$ cat config.mk
export PLATFORM = sky130hd
export DESIGN_NAME = array_doubly_linked_list_engine
export DESIGN_NICKNAME = d
export VERILOG_FILES = /design/src/rtl/core/adll_pkg.sv /design/src/rtl/core/adll_ram.sv /design/src/rtl/core/adll_front.sv /design/src/rtl/core/adll_back.sv /design/src/rtl/core/array_doubly_linked_list_engine.sv
export SDC_FILE = /design/constraint.sdc
export NUM_CORES = 2
export LEC_CHECK = 0
export BUFFER_PORTS_ARGS = -buffer_cell sky130_fd_sc_hd__buf_4
export CAP_MARGIN = 20
export CORE_MARGIN = 2
export CORE_UTILIZATION = 51
export DETAILED_ROUTE_END_ITERATION = 10
export MAX_ROUTING_LAYER = met4
export PLACE_DENSITY = 0.7
export SLEW_MARGIN = 20
export SYNTH_ARGS = -nofsm -noshare
export SYNTH_HDL_FRONTEND = slang
export SYNTH_HIERARCHICAL = 1
export SYNTH_SLANG_ARGS = --single-unit
$ cat constraint.sdc
create_clock -name clk -period 5.11 [get_ports clk]
set_input_delay 0.511 -clock clk [delete_from_list [all_inputs] [get_ports clk]]
set_output_delay 0.511 -clock clk [all_outputs]
set_load 0.02 [all_outputs]
$ cat src/rtl/core/adll_pkg.sv
// Shared types and codes of the slot-table doubly linked list engine.
// Depends on nothing; every file of the block but adll_ram imports it.
package adll_pkg;

	typedef enum logic [2:0] {
		OP_ADD_FRONT = 3'd0,
		OP_ADD_END   = 3'd1,
		OP_INSERT    = 3'd2,
		OP_REMOVE    = 3'd3,
		OP_READ      = 3'd4,
		OP_WRITE     = 3'd5,
		OP_SEARCH    = 3'd6,
		OP_HEAD      = 3'd7
	} op_t;

	typedef enum logic [1:0] {
		ST_OK      = 2'd0,
		ST_INVALID = 2'd1,
		ST_FULL    = 2'd2
	} status_t;

	// Classification that the front attaches to each beat.
	typedef struct packed {
		op_t  op;
		logic slot_ref;
		logic alloc;
	} cmd_t;

	typedef enum logic [3:0] {
		B_IDLE,
		B_RD,
		B_EX,
		B_W2,
		B_SRD,
		B_SCMP,
		B_OUT
	} bstate_t;

endpackage

$ cat src/rtl/core/adll_ram.sv
// Generic single-write, single-read RAM with a registered read port.
// Depends on nothing.
module adll_ram #(
	parameter int WIDTH = 32,
	parameter int DEPTH = 64
) (
	input  logic                     clk,
	input  logic                     we,
	input  logic [$clog2(DEPTH)-1:0] waddr,
	input  logic [WIDTH-1:0]         wdata,
	input  logic [$clog2(DEPTH)-1:0] raddr,
	output logic [WIDTH-1:0]         rdata
);
	logic [WIDTH-1:0] mem [DEPTH];

	always_ff @(posedge clk) begin
		if (we) begin
			mem[waddr] <= wdata;
		end
		rdata <= mem[raddr];
	end
endmodule

$ cat src/rtl/core/adll_front.sv
// Front part: accepts request beats, classifies them and holds them in a
// two-entry queue towards the back part. Depends on adll_pkg.
module adll_front #(
	parameter int SLOTS      = 64,
	parameter int ELEM_WIDTH = 32
) (
	input  logic                     clk,
	input  logic                     arst_n,
	input  logic                     req_valid,
	output logic                     req_ready,
	input  logic [2:0]               operation,
	input  logic [$clog2(SLOTS)-1:0] slot,
	input  logic [ELEM_WIDTH-1:0]    value,
	output logic                     q_valid,
	input  logic                     q_ready,
	output adll_pkg::cmd_t           q_cmd,
	output logic [$clog2(SLOTS)-1:0] q_slot,
	output logic [ELEM_WIDTH-1:0]    q_value
);
	import adll_pkg::*;

	localparam int SW = $clog2(SLOTS);

	cmd_t                  cmd_q   [2];
	logic [SW-1:0]         slot_q  [2];
	logic [ELEM_WIDTH-1:0] value_q [2];
	logic                  wr_q, rd_q;
	logic [1:0]            fill_q;
	cmd_t                  in_cmd;
	logic                  push, pop;

	always_comb begin
		in_cmd.op = op_t'(operation);
		in_cmd.slot_ref = 1'b0;
		in_cmd.alloc = 1'b0;
		unique case (in_cmd.op)
			OP_ADD_FRONT, OP_ADD_END: in_cmd.alloc = 1'b1;
			OP_INSERT: begin
				in_cmd.alloc = 1'b1;
				in_cmd.slot_ref = 1'b1;
			end
			OP_REMOVE, OP_READ, OP_WRITE: in_cmd.slot_ref = 1'b1;
			default: in_cmd.slot_ref = 1'b0;
		endcase
	end

	assign req_ready = (fill_q != 2'd2);
	assign push = req_valid && req_ready;
	assign q_valid = (fill_q != 2'd0);
	assign pop = q_valid && q_ready;
	assign q_cmd = cmd_q[rd_q];
	assign q_slot = slot_q[rd_q];
	assign q_value = value_q[rd_q];

	always_ff @(posedge clk or negedge arst_n) begin
		if (!arst_n) begin
			wr_q <= 1'b0;
			rd_q <= 1'b0;
			fill_q <= 2'd0;
		end else begin
			if (push) begin
				wr_q <= ~wr_q;
			end
			if (pop) begin
				rd_q <= ~rd_q;
			end
			fill_q <= fill_q + {1'b0, push} - {1'b0, pop};
		end
	end

	always_ff @(posedge clk) begin
		if (push) begin
			cmd_q[wr_q] <= in_cmd;
			slot_q[wr_q] <= slot;
			value_q[wr_q] <= value;
		end
	end
endmodule

$ cat src/rtl/core/adll_back.sv
// Back part: carries out list operations on the slot table and free stack,
// and holds the result register. Depends on adll_pkg and adll_ram.
module adll_back #(
	parameter int SLOTS      = 64,
	parameter int ELEM_WIDTH = 32
) (
	input  logic                       clk,
	input  logic                       arst_n,
	input  logic                       q_valid,
	output logic                       q_ready,
	input  adll_pkg::cmd_t             q_cmd,
	input  logic [$clog2(SLOTS)-1:0]   q_slot,
	input  logic [ELEM_WIDTH-1:0]      q_value,
	output logic                       rsp_valid,
	input  logic                       rsp_ready,
	output logic [1:0]                 status,
	output logic [ELEM_WIDTH-1:0]      old_value,
	output logic [$clog2(SLOTS+1)-1:0] result_slot,
	output logic [$clog2(SLOTS+1)-1:0] list_head,
	output logic [$clog2(SLOTS+1)-1:0] element_count
);
	import adll_pkg::*;

	localparam int SW = $clog2(SLOTS);
	localparam int PW = $clog2(SLOTS + 1);
	localparam logic [PW-1:0] NONE = PW'(SLOTS);

	bstate_t st_q, st_d;
	cmd_t cmd_q;
	logic [SW-1:0] slot_q;
	logic [ELEM_WIDTH-1:0] val_q, old_q;
	logic [PW-1:0] cur_q, rslot_q, head_q, tail_q, cnt_q, ftop_q, fresh_q;
	logic [PW-1:0] wan_q, wap_q, nvn_q, nvp_q;
	logic wen_q, wep_q;
	status_t stat_q;
	logic [SLOTS-1:0] occ_q;

	logic e_we, n_we, p_we, f_we;
	logic [SW-1:0] e_wa, n_wa, p_wa, f_wa, e_ra, n_ra, f_ra;
	logic [ELEM_WIDTH-1:0] e_wd, e_rd;
	logic [PW-1:0] n_wd, p_wd, n_rd, p_rd;
	logic [SW-1:0] f_rd;
	logic [PW-1:0] alloc_s, slot_p, q_slot_p;
	logic first, tail_case, out_load;

	function automatic logic live(input logic [PW-1:0] p, input logic [SLOTS-1:0] occ);
		logic r;
		r = 1'b0;
		if (p < NONE) begin
			r = occ[p[SW-1:0]];
		end
		return r;
	endfunction

	assign slot_p = PW'(slot_q);
	assign q_slot_p = PW'(q_slot);
	assign alloc_s = (ftop_q != '0) ? PW'(f_rd) : fresh_q;
	assign first = (cnt_q == '0);
	assign tail_case = (cmd_q.op == OP_ADD_END) || (slot_p == tail_q);
	assign out_load = (st_q == B_OUT) && (!rsp_valid || rsp_ready);

	adll_ram #(.WIDTH(ELEM_WIDTH), .DEPTH(SLOTS)) u_elem (.clk(clk), .we(e_we),
		.waddr(e_wa), .wdata(e_wd), .raddr(e_ra), .rdata(e_rd));
	adll_ram #(.WIDTH(PW), .DEPTH(SLOTS)) u_next (.clk(clk), .we(n_we),
		.waddr(n_wa), .wdata(n_wd), .raddr(n_ra), .rdata(n_rd));
	adll_ram #(.WIDTH(PW), .DEPTH(SLOTS)) u_prev (.clk(clk), .we(p_we),
		.waddr(p_wa), .wdata(p_wd), .raddr(slot_q), .rdata(p_rd));
	adll_ram #(.WIDTH(SW), .DEPTH(SLOTS)) u_fstk (.clk(clk), .we(f_we),
		.waddr(f_wa), .wdata(slot_q), .raddr(f_ra), .rdata(f_rd));

	// Next state.
	always_comb begin
		st_d = st_q;
		unique case (st_q)
			B_IDLE: begin
				if (q_valid) begin
					if (q_cmd.op == OP_HEAD) begin
						st_d = B_OUT;
					end else if (q_cmd.op == OP_SEARCH) begin
						st_d = B_SRD;
					end else if (q_cmd.slot_ref && !live(q_slot_p, occ_q)) begin
						st_d = B_OUT;
					end else if (q_cmd.alloc && ftop_q == '0 && fresh_q == NONE) begin
						st_d = B_OUT;
					end else begin
						st_d = B_RD;
					end
				end
			end
			B_RD: st_d = B_EX;
			B_EX: st_d = (cmd_q.alloc && !first) ? B_W2 : B_OUT;
			B_W2: st_d = B_OUT;
			B_SRD: st_d = live(cur_q, occ_q) ? B_SCMP : B_OUT;
			B_SCMP: st_d = (e_rd == val_q) ? B_OUT : B_SRD;
			B_OUT: st_d = out_load ? B_IDLE : B_OUT;
			default: st_d = B_IDLE;
		endcase
	end

	// Memory controls.
	always_comb begin
		q_ready = (st_q == B_IDLE);
		e_ra = (st_q == B_SRD) ? cur_q[SW-1:0] : slot_q;
		n_ra = e_ra;
		f_ra = SW'(ftop_q - PW'(1));
		e_we = 1'b0;
		e_wa = slot_q;
		e_wd = val_q;
		n_we = 1'b0;
		n_wa = wan_q[SW-1:0];
		n_wd = nvn_q;
		p_we = 1'b0;
		p_wa = wap_q[SW-1:0];
		p_wd = nvp_q;
		f_we = 1'b0;
		f_wa = ftop_q[SW-1:0];
		unique case (st_q)
			B_EX: begin
				unique case (cmd_q.op)
					OP_ADD_FRONT, OP_ADD_END, OP_INSERT: begin
						e_we = 1'b1;
						e_wa = alloc_s[SW-1:0];
						n_we = 1'b1;
						n_wa = alloc_s[SW-1:0];
						p_we = 1'b1;
						p_wa = alloc_s[SW-1:0];
						if (first) begin
							n_wd = NONE;
							p_wd = NONE;
						end else if (cmd_q.op == OP_ADD_FRONT) begin
							n_wd = head_q;
							p_wd = NONE;
						end else if (tail_case) begin
							n_wd = NONE;
							p_wd = (cmd_q.op == OP_ADD_END) ? tail_q : slot_p;
						end else begin
							n_wd = n_rd;
							p_wd = slot_p;
						end
					end
					OP_REMOVE: begin
						n_we = live(p_rd, occ_q);
						n_wa = p_rd[SW-1:0];
						n_wd = n_rd;
						p_we = live(n_rd, occ_q);
						p_wa = n_rd[SW-1:0];
						p_wd = p_rd;
						f_we = 1'b1;
					end
					OP_WRITE: e_we = 1'b1;
					default: e_we = 1'b0;
				endcase
			end
			B_W2: begin
				n_we = wen_q;
				p_we = wep_q;
			end
			default: q_ready = (st_q == B_IDLE);
		endcase
	end

	always_ff @(posedge clk or negedge arst_n) begin
		if (!arst_n) begin
			st_q <= B_IDLE;
			occ_q <= '0;
			head_q <= NONE;
			tail_q <= NONE;
			cnt_q <= '0;
			ftop_q <= '0;
			fresh_q <= '0;
			rsp_valid <= 1'b0;
		end else begin
			st_q <= st_d;
			if (out_load) begin
				rsp_valid <= 1'b1;
			end else if (rsp_ready) begin
				rsp_valid <= 1'b0;
			end
			if (st_q == B_EX) begin
				unique case (cmd_q.op)
					OP_ADD_FRONT, OP_ADD_END, OP_INSERT: begin
						if (ftop_q != '0) begin
							ftop_q <= ftop_q - PW'(1);
						end else begin
							fresh_q <= fresh_q + PW'(1);
						end
						occ_q[alloc_s[SW-1:0]] <= 1'b1;
						cnt_q <= cnt_q + PW'(1);
						if (first) begin
							head_q <= alloc_s;
							tail_q <= alloc_s;
						end else if (cmd_q.op == OP_ADD_FRONT) begin
							head_q <= alloc_s;
						end else if (tail_case) begin
							tail_q <= alloc_s;
						end
					end
					OP_REMOVE: begin
						ftop_q <= ftop_q + PW'(1);
						occ_q[slot_q] <= 1'b0;
						cnt_q <= cnt_q - PW'(1);
						if (cnt_q == PW'(1)) begin
							head_q <= NONE;
							tail_q <= NONE;
						end else begin
							if (slot_p == head_q) begin
								head_q <= n_rd;
							end
							if (slot_p == tail_q) begin
								tail_q <= p_rd;
							end
						end
					end
					default: cnt_q <= cnt_q;
				endcase
			end
		end
	end

	always_ff @(posedge clk) begin
		if (st_q == B_IDLE && q_valid) begin
			cmd_q <= q_cmd;
			slot_q <= q_slot;
			val_q <= q_value;
			cur_q <= head_q;
			old_q <= '0;
			rslot_q <= (q_cmd.op == OP_HEAD) ? head_q : NONE;
			if (q_cmd.slot_ref && !live(q_slot_p, occ_q)) begin
				stat_q <= ST_INVALID;
			end else if (q_cmd.alloc && ftop_q == '0 && fresh_q == NONE) begin
				stat_q <= ST_FULL;
			end else begin
				stat_q <= ST_OK;
			end
		end
		if (st_q == B_EX) begin
			if (cmd_q.alloc) begin
				rslot_q <= alloc_s;
				wen_q <= (cmd_q.op != OP_ADD_FRONT);
				wep_q <= (cmd_q.op == OP_ADD_FRONT) || !tail_case;
				wan_q <= (cmd_q.op == OP_ADD_END) ? tail_q : slot_p;
				wap_q <= (cmd_q.op == OP_ADD_FRONT) ? head_q : n_rd;
				nvn_q <= alloc_s;
				nvp_q <= alloc_s;
			end else begin
				old_q <= e_rd;
			end
		end
		if (st_q == B_SCMP) begin
			if (e_rd == val_q) begin
				rslot_q <= cur_q;
			end else begin
				cur_q <= n_rd;
			end
		end
		if (out_load) begin
			status <= stat_q;
			old_value <= old_q;
			result_slot <= rslot_q;
			list_head <= head_q;
			element_count <= cnt_q;
		end
	end
endmodule

$ cat src/rtl/core/array_doubly_linked_list_engine.sv
// Top level of the slot-table doubly linked list engine with free stack.
// Depends on adll_pkg, adll_front, adll_back and adll_ram.
//
//   Channel   Handshake              Beat fields
//   request   req_valid / req_ready  operation, slot, value
//   response  rsp_valid / rsp_ready  status, old_value, result_slot,
//                                    list_head, element_count
//
// Head read and error beats go straight to the back part's output state;
// read, write, remove and adds pass a read and an execute state, adds to a
// non-empty list also a link-write state (neighbour links share the RAM
// write port). A search walks from the head to a match or the list end.
// Reset is asynchronous; the tables need no clearing pass.
// The two-entry queue takes requests until it is full while a response is stalled.
module array_doubly_linked_list_engine #(
	parameter int SLOTS      = 64,
	parameter int ELEM_WIDTH = 32
) (
	input  logic                       clk,
	input  logic                       arst_n,
	input  logic                       req_valid,
	output logic                       req_ready,
	input  logic [2:0]                 operation,
	input  logic [$clog2(SLOTS)-1:0]   slot,
	input  logic [ELEM_WIDTH-1:0]      value,
	output logic                       rsp_valid,
	input  logic                       rsp_ready,
	output logic [1:0]                 status,
	output logic [ELEM_WIDTH-1:0]      old_value,
	output logic [$clog2(SLOTS+1)-1:0] result_slot,
	output logic [$clog2(SLOTS+1)-1:0] list_head,
	output logic [$clog2(SLOTS+1)-1:0] element_count
);
	import adll_pkg::*;

	logic                     q_valid, q_ready;
	cmd_t                     q_cmd;
	logic [$clog2(SLOTS)-1:0] q_slot;
	logic [ELEM_WIDTH-1:0]    q_value;

	adll_front #(.SLOTS(SLOTS), .ELEM_WIDTH(ELEM_WIDTH)) u_front (
		.clk(clk), .arst_n(arst_n),
		.req_valid(req_valid), .req_ready(req_ready),
		.operation(operation), .slot(slot), .value(value),
		.q_valid(q_valid), .q_ready(q_ready),
		.q_cmd(q_cmd), .q_slot(q_slot), .q_value(q_value)
	);

	adll_back #(.SLOTS(SLOTS), .ELEM_WIDTH(ELEM_WIDTH)) u_back (
		.clk(clk), .arst_n(arst_n),
		.q_valid(q_valid), .q_ready(q_ready),
		.q_cmd(q_cmd), .q_slot(q_slot), .q_value(q_value),
		.rsp_valid(rsp_valid), .rsp_ready(rsp_ready),
		.status(status), .old_value(old_value), .result_slot(result_slot),
		.list_head(list_head), .element_count(element_count)
	);
endmodule

==> flow_summary_export.csv <==
group,metric,value,unit
status,status,"finished, violations left",
status,violations,"negative setup slack",
sta,period_needed,5150,ps
pwr,combPwrFrac,31.8,%
clocking,cts_tree,"done",
setup_path,slowest_stage,"nand3_1",
floorplan,die_area,292000,um2
setup_path,cp-end-kind,"register",
global_route,overflow,0,
final_layout,area_growth,13.3,%
global_route,first_global_vias,75625,
place,place.gp.congestion,0.927,
detailed_routing,wl_met3,45300,um
sta,hold_slack,82.1,ps
synthesis,synthXorXnorAreaFrac,0.417,%
sta,finalClockSkew,44.1,ps
setup_path,cp-start-kind,"register",
pwr,p_switching,32.0,mW
setup_path,crit_chain,"inv_6, ha_1, or3b_4, nor4_4, buf_4, mux2i_2, nand2_1, o21ai_0, o21ai_0, nand3_1, buf_4, nor2_1",
synthesis,synth-simple-area-share,3.30,%
clocking,clock_sinks,3739,
floorplan,ioPinCount,102,
min_path,hold_class,"in -> async",
synthesis,yosys_most_used_dff,"edfxtp_1",
setup_path,critPathMaxStageDelay,850,ps
pwr,total_power,96.3,mW
synthesis,syn_area,147000,um2
setup_path,worstPathRequired,5630,ps
synthesis,synth_edf_count,3534,
clocking,h-tree-depth,5,
synthesis,postSynthAreaPerCell,20.1,um2
detailed_routing,ant_nets,0,
synthesis,synth_area_leaders,"edfxtp_1 72%, mux4_2 13%, dfrtp_1 1.8%",
synthesis,synth_compound_area_share,3.93,%
synthesis,synth_top_cell_by_area,"edfxtp_1",
global_route,grt_max_degree,121,
synthesis,syn-num-nets,7344,
clocking,clk_latency,900,ps
detailed_routing,first_pass_iters,6,
detailed_routing,dr_wl_met2,171000,um
setup_path,arrival,5660,ps
clocking,cts.clk_slew.worst_paths,60,ps
detailed_routing,top_layer,"met4",
sta,hold_viol_final,0,
sta,post-route-period-util,101,%
sta,rsz0062_at_grt,"yes",
floorplan,die_x,541,um
clocking,post_cts.repair.setup_buffers,0,
final_layout,fin_util,57.9,%
sta,slew_viol_final,0,
sta,layout_setup_ws,-35.4,ps
floorplan,die_y,541,um
detailed_routing,wl_met1,146000,um
clocking,cts_buffer_depth,4,
flow_run,max_cap_violations,0,
detailed_routing,vias,77071,
synthesis,ys_ff_latch,3739,
global_route,grt_pass1_wl,538000,um
sta,worst_pin_slew,1250,ps
setup_path,cp_max_fo,12,
sta,setup_viol,14,
setup_path,critPathKind,"reg -> reg",
synthesis,synth_fa_ha_area_share,0.0767,%
clocking,cts_made_buffers,366,
final_layout,drive_above_1_share,25.5,%
place,portBuffers,101,
synthesis,synth_top_area_share,72.2,%
synthesis,yosysWarningCount,6,
global_route,grt_usage,26.1,%
synthesis,seq_area_frac_synth,75.4,%
synthesis,synth_top_family_by_area,"multiplexers",
clocking,cts-root-buf,"clkbuf_16",
global_route,grt_antenna_before_repair,20,
pwr,ir_drop,0.560,mV
sta,maxSlewHeadroom,16.2,%
detailed_routing,wl_per_cell,31.6,um
floorplan,core-area,287000,um2
synthesis,async_flop_share,2.86,%
pwr,power.leakage,52.8,nW
detailed_routing,drcViolationCount,0,
final_layout,nets,7784,
pwr,clkPwrFrac,28.0,%
pwr,seqPwrFrac,40.3,%
sta,fmax,194,MHz
pwr,power_density,579,nW/um2
floorplan,rows,197,
place,dp_slack,156,ps
detailed_routing,drt_wl_total,373000,um
place,hpwl,224000,um
pwr,sw_frac_of_total,33.2,%
synthesis,synthMuxAreaShare,15.1,%
detailed_routing,drt_iter0_drc,11139,
pwr,power.internal,64.3,mW
synthesis,postSynthCellCount,7290,
detailed_routing,viasPerCell,6.52,
synthesis,synth.distinct_cells,94,
floorplan,initial_core_util,51.1,%
==> worst paths after layout <==
path / endpoint / slack (ps) / from / cells past startpoint
setup reg to reg: u_back/u_prev/mem[29][2] / -40 / u_back/ftop_q[0] / 12
hold / removal: u_back/cnt_q[3] / 80 / arst_n / 2
hold reg to reg: u_back/old_value[30] / 430 / u_back/old_q[30] / 0
setup / recovery: u_back/u_prev/mem[29][2] / -40 / u_back/ftop_q[0] / 12
max in group asynchronous: u_front/rd_q / 3860 / arst_n / 3
min in group clk: u_back/rsp_valid / 190 / rsp_ready / 3
==> sequential cells by signal, indices dropped and copies added (netlist names), 10 cells and up <==
signal	flops
u_back/old_value	32
u_back/e_wd	32
u_front/slot_q	12
u_back/u_elem/mem	2048
u_back/u_prev/mem	448
u_back/occ_q	64
u_back/old_q	32
u_back/u_elem/rdata	32
u_back/u_fstk/mem	384
u_back/u_next/mem	448
u_front/value_q	64
u_front/cmd_q	10
==> cell families (layout without fill, tap and decap cells) <==
group / count (synthesis) / in the layout
adder cells (fa/ha/maj): 9 / 9
other: 0 / 15
buffers and inverters: 441 / 1173
multiplexers: 1171 / 1171
flip-flops: 3739 / 3739
AND/OR/NAND/NOR: 988 / 988
XOR/XNOR: 70 / 70
AO/OA/AOI/OAI: 872 / 872
==> power groups by stage <==
stage / Sequential [mW] / Combinational [mW] / Clock (mW)
floorplan: 39.5 / 18.5 / 0
global placement: 39.2 / 29.7 / 0
detailed placement: 39.3 / 30.1 / 0
CTS: 38.7 / 30.3 / 27.3
global route: 38.8 / 32.0 / 28.4
finish: 38.8 / 30.6 / 26.9
==> through the flow <==
| step | instance area [um2] | setup TNS [ps] | std cells |
|---|---|---|---|
| after floorplan | 147000 | 0 | 7290 |
| after global placement | 154000 | 0 | 11097 |
| after detailed placement | 154000 | 0 | 11097 |
| after CTS | 166000 | 0 | 11800 |
| after global routing | 166000 | -9400 | 11814 |
| final | 166000 | -323 | 11818 |
==> routing by layer <==
metal,GRT usage (%),vias to the layer above
li1,-,31139
met1,37.1,40297
met2,38.3,5019
met3,5.79,616
met4,7.11,0
met5,-,-
==> what timing repair did <==
| item | 4_1_cts | 5_1_grt |
|---|---|---|
| hold endpoints to repair | 116 | 0 |
| resized for setup | 0 | 2 |
| endpoints found under the setup margin | 0 | 129 |
| hold buffers | 43 | 0 |
==> layout by cell type, fill, tap and decap left out, types with 43 or more instances in the layout <==
cell type         n
edfxtp_1       3534
mux4_2          818
buf_4           385
clkbuf_16       373
nor2_1          288
mux2i_1         252
nand2_1         222
a22oi_1         174
o21ai_0         168
dfrtp_1         104
dfxtp_1          98
nand3_1          97
a21oi_1          92
o22ai_1          82
o21ai_1          82
mux2_2           78
clkinv_2         73
nor2_4           68
clkbuf_1         63
clkinv_1         62
buf_12           52
xor2_1           47
o221ai_1         44
dlygate4sd3_1    43
==> worst max-delay path, delay by kind of cell, from the launching register on <==
family	cells	cell delay (ps)
AND/OR/NAND/NOR	5	2090
buffers and inverters	3	800
adder cells (fa/ha/maj)	1	270
flip-flops	1	520
multiplexers	1	170
AO/OA/AOI/OAI	2	880
==> cells in the mapped netlist (98+ instances only) <==
cell / number
a22oi_1: 174
buf_2: 108
clkbuf_1: 175
dfrtp_1: 105
dfxtp_1: 98
edfxtp_1: 3534
mux2i_1: 252
mux4_2: 818
nand2_1: 224
nor2_1: 359
o21ai_0: 173
==> area by class of cell <==
type	count	area, um2
fillers	20380	121000
well taps	3781	4730
repair buffers	484	4430
inverters	29	118
clock buffers	450	9760
clock inverters	210	2200
diodes	15	37.5
flip-flops and latches	3739	111000
multi-input cells	3110	34400
Power figures use the tool's default switching activity.
